`src/cfr_pkg.sv`:
```
// ---------------------------------------------------------------------------
// Command frame receiver package
// Shared types, codes and character constants of the frame receiver.
// ---------------------------------------------------------------------------
`default_nettype none

package cfr_pkg;

   // default sizes of the two field stores
   localparam int DIGIT_DEPTH_DEF = 9;
   localparam int NAME_DEPTH_DEF  = 16;

   // configuration port
   localparam int CSR_ADDR_W = 4;
   localparam int CSR_DATA_W = 32;

   typedef enum logic [1:0] {
      REG_START_CHAR  = 2'd0,
      REG_END_CHAR    = 2'd1,
      REG_RX_TIMEOUT  = 2'd2,
      REG_ERR_TIMEOUT = 2'd3
   } reg_index_type;

   localparam logic [7:0]  START_CHAR_RST  = 8'd36;
   localparam logic [7:0]  END_CHAR_RST    = 8'd35;
   localparam logic [15:0] RX_TIMEOUT_RST  = 16'd1000;
   localparam logic [15:0] ERR_TIMEOUT_RST = 16'd1000;

   typedef struct packed {
      logic [7:0]  open_byte;
      logic [7:0]  close_byte;
      logic [15:0] rx_timeout_ticks;
      logic [15:0] err_timeout_ticks;
   } cfg_type;

   // input word kinds
   localparam logic OP_BYTE = 1'b0;
   localparam logic OP_TICK = 1'b1;

   typedef enum logic [2:0] {
      ST_WAIT_START = 3'd0,
      ST_COMMAND    = 3'd1,
      ST_DATA       = 3'd2,
      ST_NAME       = 3'd3,
      ST_WAIT_END   = 3'd4,
      ST_ERROR      = 3'd5
   } frame_state_type;

   // characters of the frame syntax
   localparam logic [7:0] CH_CMD_START = 8'h31;  // '1'
   localparam logic [7:0] CH_CMD_STOP  = 8'h32;  // '2'
   localparam logic [7:0] CH_DATA_END  = 8'h25;  // '%'
   localparam logic [7:0] CH_NAME_END  = 8'h26;  // '&'
   localparam logic [7:0] CH_ZERO      = 8'h30;  // '0'
   localparam logic [7:0] CH_NINE      = 8'h39;  // '9'
   localparam logic [7:0] CH_UPPER_A   = 8'h41;
   localparam logic [7:0] CH_UPPER_Z   = 8'h5A;
   localparam logic [7:0] CH_LOWER_A   = 8'h61;
   localparam logic [7:0] CH_LOWER_Z   = 8'h7A;

   // two decimal digits to a value, kept to 7 bits
   function automatic logic [6:0] pair_value(input logic [3:0] hi, input logic [3:0] lo);
      logic [7:0] sum;
      sum = {1'b0, hi, 3'b000} + {3'b000, hi, 1'b0} + {4'b0000, lo};
      return sum[6:0];
   endfunction

endpackage

`default_nettype wire

```
`src/cfr_req_if.sv`:
```
// ---------------------------------------------------------------------------
// Request channel
// Carries one received byte or timer tick per word.
// ---------------------------------------------------------------------------
`default_nettype none

interface cfr_req_if;
   logic       valid;
   logic       ready;
   logic       op;
   logic [7:0] rx_byte;

   modport source (output valid, output op, output rx_byte, input ready);
   modport sink   (input valid, input op, input rx_byte, output ready);
endinterface

`default_nettype wire

```
`src/cfr_rsp_if.sv`:
```
// ---------------------------------------------------------------------------
// Response channel
// Carries the receiver status after each request word.
// ---------------------------------------------------------------------------
`default_nettype none

interface cfr_rsp_if;
   logic       valid;
   logic       ready;
   logic [2:0] rx_state;
   logic       running;
   logic       tx_enable;
   logic [6:0] temp_min;
   logic [6:0] temp_max;
   logic [6:0] soil_humidity;
   logic [6:0] air_humidity;
   logic [3:0] supply_code;
   logic [4:0] name_length;

   modport source (output valid, output rx_state, output running, output tx_enable,
                   output temp_min, output temp_max, output soil_humidity,
                   output air_humidity, output supply_code, output name_length,
                   input ready);
   modport sink   (input valid, input rx_state, input running, input tx_enable,
                   input temp_min, input temp_max, input soil_humidity,
                   input air_humidity, input supply_code, input name_length,
                   output ready);
endinterface

`default_nettype wire

```
`src/cfr_csr.sv`:
```
// ---------------------------------------------------------------------------
// Frame receiver register bank
// APB-style configuration registers: start/end characters and timeouts.
// ---------------------------------------------------------------------------
`default_nettype none

module cfr_csr (
   input  wire logic                           clock,
   input  wire logic                           reset,
   input  wire logic                           psel,
   input  wire logic                           penable,
   input  wire logic                           pwrite,
   input  wire logic [cfr_pkg::CSR_ADDR_W-1:0] paddr,
   input  wire logic [cfr_pkg::CSR_DATA_W-1:0] pwdata,
   output logic      [cfr_pkg::CSR_DATA_W-1:0] prdata,
   output logic                                pready,
   output cfr_pkg::cfg_type                    cfg
);

   cfr_pkg::cfg_type      cfg_ff;
   cfr_pkg::cfg_type      cfg_in;
   cfr_pkg::reg_index_type sel;
   logic                  wr_en;

   assign pready = 1'b1;
   assign wr_en  = psel && penable && pwrite && pready;
   assign sel    = cfr_pkg::reg_index_type'(paddr[3:2]);

   always_comb begin
      cfg_in = cfg_ff;
      if (wr_en) begin
         case (sel)
            cfr_pkg::REG_START_CHAR:  cfg_in.open_byte         = pwdata[7:0];
            cfr_pkg::REG_END_CHAR:    cfg_in.close_byte        = pwdata[7:0];
            cfr_pkg::REG_RX_TIMEOUT:  cfg_in.rx_timeout_ticks  = pwdata[15:0];
            cfr_pkg::REG_ERR_TIMEOUT: cfg_in.err_timeout_ticks = pwdata[15:0];
            default: ;
         endcase
      end
   end

   always_ff @(posedge clock) begin
      if (reset) begin
         cfg_ff.open_byte         <= cfr_pkg::START_CHAR_RST;
         cfg_ff.close_byte        <= cfr_pkg::END_CHAR_RST;
         cfg_ff.rx_timeout_ticks  <= cfr_pkg::RX_TIMEOUT_RST;
         cfg_ff.err_timeout_ticks <= cfr_pkg::ERR_TIMEOUT_RST;
      end else begin
         cfg_ff <= cfg_in;
      end
   end

   always_comb begin
      case (sel)
         cfr_pkg::REG_START_CHAR:  prdata = {24'd0, cfg_ff.open_byte};
         cfr_pkg::REG_END_CHAR:    prdata = {24'd0, cfg_ff.close_byte};
         cfr_pkg::REG_RX_TIMEOUT:  prdata = {16'd0, cfg_ff.rx_timeout_ticks};
         cfr_pkg::REG_ERR_TIMEOUT: prdata = {16'd0, cfg_ff.err_timeout_ticks};
         default:                  prdata = '0;
      endcase
   end

   assign cfg = cfg_ff;

endmodule

`default_nettype wire

```
`src/cfr_core.sv`:
```
// ---------------------------------------------------------------------------
// Frame receiver core
// Input register, frame state update and result register.
// ---------------------------------------------------------------------------
`default_nettype none

module cfr_core #(
   parameter int DIGIT_DEPTH = cfr_pkg::DIGIT_DEPTH_DEF,
   parameter int NAME_DEPTH  = cfr_pkg::NAME_DEPTH_DEF
) (
   input  wire logic             clock,
   input  wire logic             reset,
   input  wire cfr_pkg::cfg_type cfg,
   cfr_req_if.sink               req,
   cfr_rsp_if.source             rsp
);

   localparam int MAX_DEPTH = (DIGIT_DEPTH > NAME_DEPTH) ? DIGIT_DEPTH : NAME_DEPTH;
   localparam int CNT_W     = $clog2(MAX_DEPTH + 1);
   localparam int LEN_W     = (CNT_W > 5) ? CNT_W : 5;

   // input register
   logic       in_valid_ff;
   logic       in_op_ff;
   logic [7:0] in_byte_ff;

   // frame state
   cfr_pkg::frame_state_type state_ff, state_in;
   logic [3:0]       digit_ff [DIGIT_DEPTH];
   logic [3:0]       digit_in [DIGIT_DEPTH];
   logic [CNT_W-1:0] field_count_ff, field_count_in;
   logic [LEN_W-1:0] name_count_ff, name_count_in;
   logic             start_flag_ff, start_flag_in;
   logic             stop_flag_ff, stop_flag_in;
   logic             running_ff, running_in;
   logic             tx_flag_ff, tx_flag_in;
   logic [15:0]      byte_timer_ff, byte_timer_in;
   logic [15:0]      error_timer_ff, error_timer_in;

   // result register
   logic             out_valid_ff;
   logic [2:0]       out_state_ff;
   logic             out_running_ff;
   logic             out_tx_ff;
   logic [6:0]       out_tmin_ff, out_tmax_ff, out_soil_ff, out_air_ff;
   logic [3:0]       out_supply_ff;
   logic [4:0]       out_len_ff;

   logic advance;

   assign advance   = in_valid_ff && (!out_valid_ff || rsp.ready);
   assign req.ready = !in_valid_ff || advance;

   always_comb begin
      logic [7:0] b;
      logic       is_digit;
      logic       is_letter;
      logic [15:0] bt_next;
      logic [15:0] et_next;

      b         = in_byte_ff;
      is_digit  = b inside {[cfr_pkg::CH_ZERO:cfr_pkg::CH_NINE]};
      is_letter = b inside {[cfr_pkg::CH_UPPER_A:cfr_pkg::CH_UPPER_Z],
                            [cfr_pkg::CH_LOWER_A:cfr_pkg::CH_LOWER_Z]};
      bt_next   = byte_timer_ff + 16'd1;
      et_next   = error_timer_ff + 16'd1;

      state_in       = state_ff;
      digit_in       = digit_ff;
      field_count_in = field_count_ff;
      name_count_in  = name_count_ff;
      start_flag_in  = start_flag_ff;
      stop_flag_in   = stop_flag_ff;
      running_in     = running_ff;
      tx_flag_in     = tx_flag_ff;
      byte_timer_in  = byte_timer_ff;
      error_timer_in = error_timer_ff;

      if (advance) begin
         if (in_op_ff == cfr_pkg::OP_TICK) begin
            if (state_ff == cfr_pkg::ST_DATA || state_ff == cfr_pkg::ST_NAME) begin
               byte_timer_in = bt_next;
               if (bt_next >= cfg.rx_timeout_ticks) begin
                  state_in       = cfr_pkg::ST_ERROR;
                  error_timer_in = '0;
               end
            end else if (state_ff == cfr_pkg::ST_ERROR) begin
               error_timer_in = et_next;
               if (et_next >= cfg.err_timeout_ticks) begin
                  error_timer_in = '0;
                  state_in       = cfr_pkg::ST_WAIT_START;
               end
            end
         end else begin
            case (state_ff)
               cfr_pkg::ST_WAIT_START: begin
                  if (b == cfg.open_byte) begin
                     field_count_in = '0;
                     name_count_in  = '0;
                     byte_timer_in  = '0;
                     state_in       = cfr_pkg::ST_COMMAND;
                  end else begin
                     state_in       = cfr_pkg::ST_ERROR;
                     error_timer_in = '0;
                  end
               end
               cfr_pkg::ST_COMMAND: begin
                  if (b == cfr_pkg::CH_CMD_START) begin
                     start_flag_in = 1'b1;
                     stop_flag_in  = 1'b0;
                     tx_flag_in    = 1'b1;
                     byte_timer_in = '0;
                     state_in      = cfr_pkg::ST_DATA;
                  end else if (b == cfr_pkg::CH_CMD_STOP) begin
                     start_flag_in = 1'b0;
                     stop_flag_in  = 1'b1;
                     tx_flag_in    = 1'b0;
                     byte_timer_in = '0;
                     state_in      = cfr_pkg::ST_WAIT_END;
                  end else begin
                     state_in       = cfr_pkg::ST_ERROR;
                     error_timer_in = '0;
                  end
               end
               cfr_pkg::ST_DATA: begin
                  if (is_digit) begin
                     byte_timer_in = '0;
                     if (field_count_ff < CNT_W'(DIGIT_DEPTH)) begin
                        for (int i = 0; i < DIGIT_DEPTH; i++) begin
                           if (field_count_ff == CNT_W'(i)) begin
                              digit_in[i] = b[3:0];  // '0' sits at 0x30
                           end
                        end
                        field_count_in = field_count_ff + CNT_W'(1);
                     end
                  end else if (b == cfr_pkg::CH_DATA_END) begin
                     byte_timer_in  = '0;
                     field_count_in = '0;
                     state_in       = cfr_pkg::ST_NAME;
                  end else begin
                     state_in       = cfr_pkg::ST_ERROR;
                     error_timer_in = '0;
                  end
               end
               cfr_pkg::ST_NAME: begin
                  // name characters are not kept: only their count shows
                  if (is_letter) begin
                     byte_timer_in = '0;
                     if (field_count_ff < CNT_W'(NAME_DEPTH - 1)) begin
                        field_count_in = field_count_ff + CNT_W'(1);
                     end
                  end else if (b == cfr_pkg::CH_NAME_END) begin
                     byte_timer_in  = '0;
                     name_count_in  = LEN_W'(field_count_ff) + LEN_W'(1);
                     field_count_in = '0;
                     state_in       = cfr_pkg::ST_WAIT_END;
                  end else begin
                     state_in       = cfr_pkg::ST_ERROR;
                     error_timer_in = '0;
                  end
               end
               cfr_pkg::ST_WAIT_END: begin
                  if (b == cfg.close_byte) begin
                     if (start_flag_ff) begin
                        running_in   = 1'b1;
                        stop_flag_in = 1'b0;
                     end else if (stop_flag_ff) begin
                        running_in    = 1'b0;
                        start_flag_in = 1'b0;
                     end
                     state_in = cfr_pkg::ST_WAIT_START;
                  end else begin
                     state_in       = cfr_pkg::ST_ERROR;
                     error_timer_in = '0;
                  end
               end
               default: ;  // bytes are ignored in the error state
            endcase
         end
      end
   end

   always_ff @(posedge clock) begin
      if (reset) begin
         in_valid_ff    <= 1'b0;
         out_valid_ff   <= 1'b0;
         state_ff       <= cfr_pkg::ST_WAIT_START;
         field_count_ff <= '0;
         name_count_ff  <= '0;
         start_flag_ff  <= 1'b0;
         stop_flag_ff   <= 1'b1;
         running_ff     <= 1'b0;
         tx_flag_ff     <= 1'b0;
         byte_timer_ff  <= '0;
         error_timer_ff <= '0;
         for (int i = 0; i < DIGIT_DEPTH; i++) begin
            digit_ff[i] <= '0;
         end
      end else begin
         if (req.valid && req.ready) begin
            in_valid_ff <= 1'b1;
         end else if (advance) begin
            in_valid_ff <= 1'b0;
         end
         if (advance) begin
            out_valid_ff <= 1'b1;
         end else if (rsp.ready) begin
            out_valid_ff <= 1'b0;
         end
         state_ff       <= state_in;
         digit_ff       <= digit_in;
         field_count_ff <= field_count_in;
         name_count_ff  <= name_count_in;
         start_flag_ff  <= start_flag_in;
         stop_flag_ff   <= stop_flag_in;
         running_ff     <= running_in;
         tx_flag_ff     <= tx_flag_in;
         byte_timer_ff  <= byte_timer_in;
         error_timer_ff <= error_timer_in;
      end
   end

   // payload registers
   always_ff @(posedge clock) begin
      if (req.valid && req.ready) begin
         in_op_ff   <= req.op;
         in_byte_ff <= req.rx_byte;
      end
      if (advance) begin
         out_state_ff   <= state_in;
         out_running_ff <= running_in;
         out_tx_ff      <= tx_flag_in;
         out_tmin_ff    <= cfr_pkg::pair_value(digit_in[0], digit_in[1]);
         out_tmax_ff    <= cfr_pkg::pair_value(digit_in[2], digit_in[3]);
         out_soil_ff    <= cfr_pkg::pair_value(digit_in[4], digit_in[5]);
         out_air_ff     <= cfr_pkg::pair_value(digit_in[6], digit_in[7]);
         out_supply_ff  <= digit_in[8];
         out_len_ff     <= name_count_in[4:0];
      end
   end

   assign rsp.valid         = out_valid_ff;
   assign rsp.rx_state      = out_state_ff;
   assign rsp.running       = out_running_ff;
   assign rsp.tx_enable     = out_tx_ff;
   assign rsp.temp_min      = out_tmin_ff;
   assign rsp.temp_max      = out_tmax_ff;
   assign rsp.soil_humidity = out_soil_ff;
   assign rsp.air_humidity  = out_air_ff;
   assign rsp.supply_code   = out_supply_ff;
   assign rsp.name_length   = out_len_ff;

   // an item in the input register moves on to the result register
   a_advance_fills_out: assert property (@(posedge clock) disable iff (reset)
      advance |=> out_valid_ff)
      else $error("advanced word did not reach result register");

   // input is only blocked by a full pipe whose result is not taken
   a_stall_cause: assert property (@(posedge clock) disable iff (reset)
      !req.ready |-> (in_valid_ff && out_valid_ff && !rsp.ready))
      else $error("input stalled without cause");

   // error timer only runs inside the error state
   a_err_timer_idle: assert property (@(posedge clock) disable iff (reset)
      (error_timer_ff != 16'd0) |-> (state_ff == cfr_pkg::ST_ERROR))
      else $error("error timer left non-zero outside error state");

   // field counter bounds per stage
   a_field_bound: assert property (@(posedge clock) disable iff (reset)
      ((state_ff == cfr_pkg::ST_DATA) |-> (field_count_ff <= CNT_W'(DIGIT_DEPTH))) and
      ((state_ff == cfr_pkg::ST_NAME) |-> (field_count_ff <= CNT_W'(NAME_DEPTH - 1))))
      else $error("field counter out of range");

endmodule

`default_nettype wire

```
`src/command_frame_receiver.sv`:
```
// ---------------------------------------------------------------------------
// Command frame receiver
// Decodes serial command frames, byte by byte, with tick-driven timeouts.
// ---------------------------------------------------------------------------
// Usage:
//  - req_port: one word per byte or timer tick (op 0 = byte in rx_byte,
//    op 1 = tick). rsp_port: one status word per request word, in order,
//    holding state, flags, decoded two-digit values, supply digit and name length.
//  - APB registers at 0x0 start char, 0x4 end char, 0x8 byte timeout,
//    0xC error timeout. Write them only while no word is in flight.
//  - Path: an accepted word passes the input register, then the state update
//    and the result register, which holds its status word.
//  - Throughput: one word per cycle while rsp_port is not stalled, set by the
//    combinational state update between the two registers.
//  - Reset (synchronous): waits for a start char, stop flag set, others
//    and digits clear, registers take defaults; no clearing sweep needed.
//  - When rsp_port is stalled the result register holds and the input
//    register can still take one more word; after that req_port.ready drops.
// ---------------------------------------------------------------------------
`default_nettype none

module command_frame_receiver #(
   parameter int DIGIT_DEPTH = cfr_pkg::DIGIT_DEPTH_DEF,
   parameter int NAME_DEPTH  = cfr_pkg::NAME_DEPTH_DEF
) (
   input  wire logic                           clock,
   input  wire logic                           reset,
   cfr_req_if.sink                             req_port,
   cfr_rsp_if.source                           rsp_port,
   input  wire logic                           psel,
   input  wire logic                           penable,
   input  wire logic                           pwrite,
   input  wire logic [cfr_pkg::CSR_ADDR_W-1:0] paddr,
   input  wire logic [cfr_pkg::CSR_DATA_W-1:0] pwdata,
   output logic      [cfr_pkg::CSR_DATA_W-1:0] prdata,
   output logic                                pready
);

   // live config; user, not block, keeps it stable while words are in flight
   cfr_pkg::cfg_type cfg;

   cfr_csr u_csr (
      .clock   (clock),
      .reset   (reset),
      .psel    (psel),
      .penable (penable),
      .pwrite  (pwrite),
      .paddr   (paddr),
      .pwdata  (pwdata),
      .prdata  (prdata),
      .pready  (pready),
      .cfg     (cfg)
   );

   // frame decoder: input register, state update, result register
   cfr_core #(
      .DIGIT_DEPTH (DIGIT_DEPTH),
      .NAME_DEPTH  (NAME_DEPTH)
   ) u_core (
      .clock (clock),
      .reset (reset),
      .cfg   (cfg),
      .req   (req_port),
      .rsp   (rsp_port)
   );

endmodule

`default_nettype wire

```
`src/flat_wrapper.sv`:
```
// flat-port wrapper written by rule: the top's interface ports become plain ports
module command_frame_receiver_flat 
#(
   parameter int DIGIT_DEPTH = cfr_pkg::DIGIT_DEPTH_DEF,
   parameter int NAME_DEPTH  = cfr_pkg::NAME_DEPTH_DEF
)
  (clock, reset, psel, penable, pwrite, paddr, pwdata, prdata, pready, req_port_valid, req_port_op, req_port_rx_byte, req_port_ready, rsp_port_valid, rsp_port_rx_state, rsp_port_running, rsp_port_tx_enable, rsp_port_temp_min, rsp_port_temp_max, rsp_port_soil_humidity, rsp_port_air_humidity, rsp_port_supply_code, rsp_port_name_length, rsp_port_ready);
  cfr_req_if req_port_i ();
  cfr_rsp_if rsp_port_i ();
  input  wire logic clock;
  input  wire logic reset;
  input  wire logic psel;
  input  wire logic penable;
  input  wire logic pwrite;
  input  wire logic [cfr_pkg::CSR_ADDR_W-1:0] paddr;
  input  wire logic [cfr_pkg::CSR_DATA_W-1:0] pwdata;
  output logic      [cfr_pkg::CSR_DATA_W-1:0] prdata;
  output logic pready;
  input wire logic [$bits(req_port_i.valid)-1:0] req_port_valid;
  input wire logic [$bits(req_port_i.op)-1:0] req_port_op;
  input wire logic [$bits(req_port_i.rx_byte)-1:0] req_port_rx_byte;
  output wire logic [$bits(req_port_i.ready)-1:0] req_port_ready;
  output wire logic [$bits(rsp_port_i.valid)-1:0] rsp_port_valid;
  output wire logic [$bits(rsp_port_i.rx_state)-1:0] rsp_port_rx_state;
  output wire logic [$bits(rsp_port_i.running)-1:0] rsp_port_running;
  output wire logic [$bits(rsp_port_i.tx_enable)-1:0] rsp_port_tx_enable;
  output wire logic [$bits(rsp_port_i.temp_min)-1:0] rsp_port_temp_min;
  output wire logic [$bits(rsp_port_i.temp_max)-1:0] rsp_port_temp_max;
  output wire logic [$bits(rsp_port_i.soil_humidity)-1:0] rsp_port_soil_humidity;
  output wire logic [$bits(rsp_port_i.air_humidity)-1:0] rsp_port_air_humidity;
  output wire logic [$bits(rsp_port_i.supply_code)-1:0] rsp_port_supply_code;
  output wire logic [$bits(rsp_port_i.name_length)-1:0] rsp_port_name_length;
  input wire logic [$bits(rsp_port_i.ready)-1:0] rsp_port_ready;
  assign req_port_i.valid = req_port_valid;
  assign req_port_i.op = req_port_op;
  assign req_port_i.rx_byte = req_port_rx_byte;
  assign req_port_ready = req_port_i.ready;
  assign rsp_port_valid = rsp_port_i.valid;
  assign rsp_port_rx_state = rsp_port_i.rx_state;
  assign rsp_port_running = rsp_port_i.running;
  assign rsp_port_tx_enable = rsp_port_i.tx_enable;
  assign rsp_port_temp_min = rsp_port_i.temp_min;
  assign rsp_port_temp_max = rsp_port_i.temp_max;
  assign rsp_port_soil_humidity = rsp_port_i.soil_humidity;
  assign rsp_port_air_humidity = rsp_port_i.air_humidity;
  assign rsp_port_supply_code = rsp_port_i.supply_code;
  assign rsp_port_name_length = rsp_port_i.name_length;
  assign rsp_port_i.ready = rsp_port_ready;
  command_frame_receiver #(.DIGIT_DEPTH(DIGIT_DEPTH), .NAME_DEPTH(NAME_DEPTH)) u_core (.clock(clock), .reset(reset), .req_port(req_port_i), .rsp_port(rsp_port_i), .psel(psel), .penable(penable), .pwrite(pwrite), .paddr(paddr), .pwdata(pwdata), .prdata(prdata), .pready(pready));
endmodule
```
`config.mk`:
```
export PLATFORM = sky130hd
export DESIGN_NAME = command_frame_receiver_flat
export DESIGN_NICKNAME = d
export VERILOG_FILES = /design/src/cfr_pkg.sv /design/src/cfr_req_if.sv /design/src/cfr_rsp_if.sv /design/src/cfr_csr.sv /design/src/cfr_core.sv /design/src/command_frame_receiver.sv /design/src/flat_wrapper.sv
export SDC_FILE = /design/constraint.sdc
export NUM_CORES = 1
export LEC_CHECK = 0
export BUFFER_PORTS_ARGS = -buffer_cell sky130_fd_sc_hd__buf_4
export CORE_MARGIN = 3
export CORE_UTILIZATION = 55
export DETAILED_ROUTE_END_ITERATION = 10
export GPL_TIMING_DRIVEN = 0
export PLACE_DENSITY_LB_ADDON = 0.3
export SYNTH_ARGS = -nofsm -noshare
export SYNTH_HDL_FRONTEND = slang
export SYNTH_SLANG_ARGS = --single-unit
```
`constraint.sdc`:
```
create_clock -name clock -period 8.4 [get_ports clock]
set_clock_uncertainty 0.15 [all_clocks]
set_input_delay 1.68 -clock clock [delete_from_list [all_inputs] [get_ports clock]]
set_output_delay 1.68 -clock clock [all_outputs]
set_load 0.1 [all_outputs]
```
==> metrics.md <==
| Metric | Value |
|---|---|
| Via count | 8,625 |
| Boundary pin count | 129 |
| Clock root cell | clkbuf_16 |
| Grt total ovfl | 0 |
| Critical path's largest stage delay | 0.61 ns |
| RSZ-0062 raised after global routing | false |
| Number of setup violations in the final report | 0 |
| Pwr/cell area | 169 nW/µm² |
| Core Region | 18,200 µm² |
| Cell Area, Placed | 11,400 µm² |
| Largest net degree at the start of global routing | 41 |
| Top post-synthesis cells by area | dfxtp_1 26%, edfxtp_1 15%, ha_1 8.0% |
| Total track usage | 26.9% |
| Post-route setup slack | 3.15 ns |
| Final HPWL DP | 20,400 µm |
| Reg clk slew, reported paths | 0.07 ns |
| Die Width | 143 µm |
| CTS tree | yes |
| Post-synth EDFFs | 51 |
| Crit start category | input pin |
| Post-Syn Area | 10,300 µm² |
| Hold WS | 0.321 ns |
| Max Clk Rate | 190 MHz |
| Area Growth Syn to Fin | 15.9% |
| CTS resizes | 0 |
| Synth async-reset ratio | 0% |
| Finished Cell Area | 12,000 µm² |
| Worst EP arrival | 5.29 ns |
| Crit. End Element | flip-flop |
| Drt pass-1 iters | 5 |
| Setup TNS | 0 ns |
| Routed vias/inst | 5.88 |
| Port bufs | 93 |
| Rel. slew slack | 33.5% |
| Gpl congestion | 0.978 |
| Yosys warning count | 0 |
| Final-stage net count | 1,351 |
| Hold Path Class | flip-flop to flip-flop |
| Avg WL per Cell | 18.5 µm |
| 1st-iter DRT viols | 501 |
| Residual DRC | 0 |
| Site Rows | 49 |
| Min Clock Period, post-route | 5.25 ns |
| Num CTS Buffers | 17 |
| CP Class | input pin to flip-flop |
| Area leader, netlist | dfxtp_1 |
| Seq/Total Area, Yosys | 40.9% |
| Worst-case clock buffer depth | 2 |
| Max_cap viols | 0 |
| Cts hold-fix bufs | 0 |
| Post-CTS Setup Inserts | 0 |
| Dpl ws | 2.71 ns |
| Mean post-synth cell area | 9.42 µm² |
| Main flop type after synthesis | dfxtp_1 |
| Most frequent cell after synthesis | dfxtp_1 |
| Slowest-stage cell, CP | or4_1 |
| Initial antenna violation count | 0 |
| Vias in the first global route | 8,225 |
| CTS HTree Levels | 4 |
| Final Hold Viols | 0 |
| Starting Density | 56.8% |
| Worst-path maximum fanout | 7 |
| Most used cell, CP | ha_1 |
| Total Power | 2.03 mW |
| Antenna viol nets, final | 0 |
| Worst-margin pin slew | 0.994 ns |
| Post-synth top cells | 135 x dfxtp_1, 116 x nand2_1, 76 x inv_1 |
| WL final | 27,100 µm |
| First-pass GRT wire length | 43,000 µm |
| Die height | 143 µm |
| Status | finished, final reports clean |
| Post-synth top area share | 26.1% |
| Max-slew violations | 0 |
| Clk sinks | 186 |
| Post-Syn Instances | 1,098 |
| Antenna diodes | 0 |
| Crit path cell chain | buf_4, nand2b_1, nand3_1, or4_1, or4b_4, buf_6, o21ai_0, ha_1, ha_1, fa_1, a21oi_1, maj3_1, xnor2_1 |
| Synth cell types | 68 |
| Final Cycle Share | 62.6% |
| Share of post-route cells with drive strength above 1 | 16.2% |
| Peak supply drop | 0.150 mV |
| WP data required | 8.44 ns |
| Die Area | 20,500 µm² |
| Static Leak | 5.19 nW |
| Yosys reg bits | 186 |
| Clk_lat worst skew | 0.44 ns |
==> final cells by class <==
cell class	count	area, µm²
Sequential cell	186	4230
Buffer	73	354
Inverter	77	289
Tap cell	229	287
Clock inverter	15	156
Clock buffer	17	425
Multi-Input combinational cell	777	5520
Timing Repair Buffer	94	718
Fill cell	1463	6220
==> per-layer routing <==
metal  GRT usage [%]  share of wire [%]
met1            35.3                 42
met3            5.32                7.4
met2            44.1                 47
met5               0                  0
met4            9.85                3.2
==> state kept, by name, summed over array words and instances, names as in the netlist, 8 cells and up <==
name / cells
u_core.u_core.byte_timer_ff: 16
u_core.u_csr.cfg: 48
u_core.u_core.digit_ff: 36
u_core.u_core.in_byte_ff: 8
u_core.u_core.error_timer_ff: 16
==> kinds of logic after synthesis <==
group,count (synthesis),synth area share (%)
other,2,0.0726
AND/OR/NAND/NOR,359,17.6
buffers and inverters,150,6.21
AO/OA/AOI/OAI,198,12.7
adder cells (fa/ha/maj),74,9.44
XOR/XNOR,62,5.25
multiplexers,67,7.83
flip-flops,186,40.9
==> final timing paths <==
check	startpoint	endpoint	slack, ns	cells past startpoint
min	u_core.u_csr.cfg[13]	u_core.u_csr.cfg[13]	0.32	2
max reg2reg	u_core.u_core.byte_timer_ff[0]	u_core.u_core.error_timer_ff[12]	3.49	15
min reg2reg	u_core.u_csr.cfg[13]	u_core.u_csr.cfg[13]	0.32	2
max	rsp_port_ready	u_core.u_core.rsp.temp_max[6]	3.15	13
==> cells in the final DEF (no fill, tap or decap), types with 17 or more instances in the layout <==
cell       instances
and2_1            34
mux2i_1           37
nand3_1           26
xor2_1            20
inv_1             76
xnor2_1           42
conb_1            17
a21oi_1           63
ha_1              66
nand2_1          116
buf_4            110
o21ai_0           32
edfxtp_1          51
mux2_2            21
nand4_1           18
nor2_1            66
dfxtp_1          135
clkbuf_16         17
clkbuf_1          39
and3_1            18
==> where the power goes <==
group / leakage, nW / switching [mW] / internal (mW)
Clock: 0.282 / 0.397 / 0.397
Combinational: 3.34 / 0.222 / 0.0649
Sequential: 1.57 / 0.0102 / 0.936
Total: 5.19 / 0.629 / 1.40
==> worst max-delay path, delay by kind of cell <==
family	cells	cell delay, ns
xor gates and xnor gates	1	0.07
AOI/OAI and AO/OA	2	0.54
adders and majority gates	4	1.18
and+or+nand+nor	4	1.58
buffers and inverters	2	0.24
==> stage by stage <==
step	cells	utilization [%]
2_1_floorplan	1113	-
3_3_place_gp	1435	62.5
3_5_place_dp	1436	62.6
4_1_cts	1468	65.8
5_1_grt	1468	65.8
6_report	1468	65.8
(Power assumes the default switching activity.)
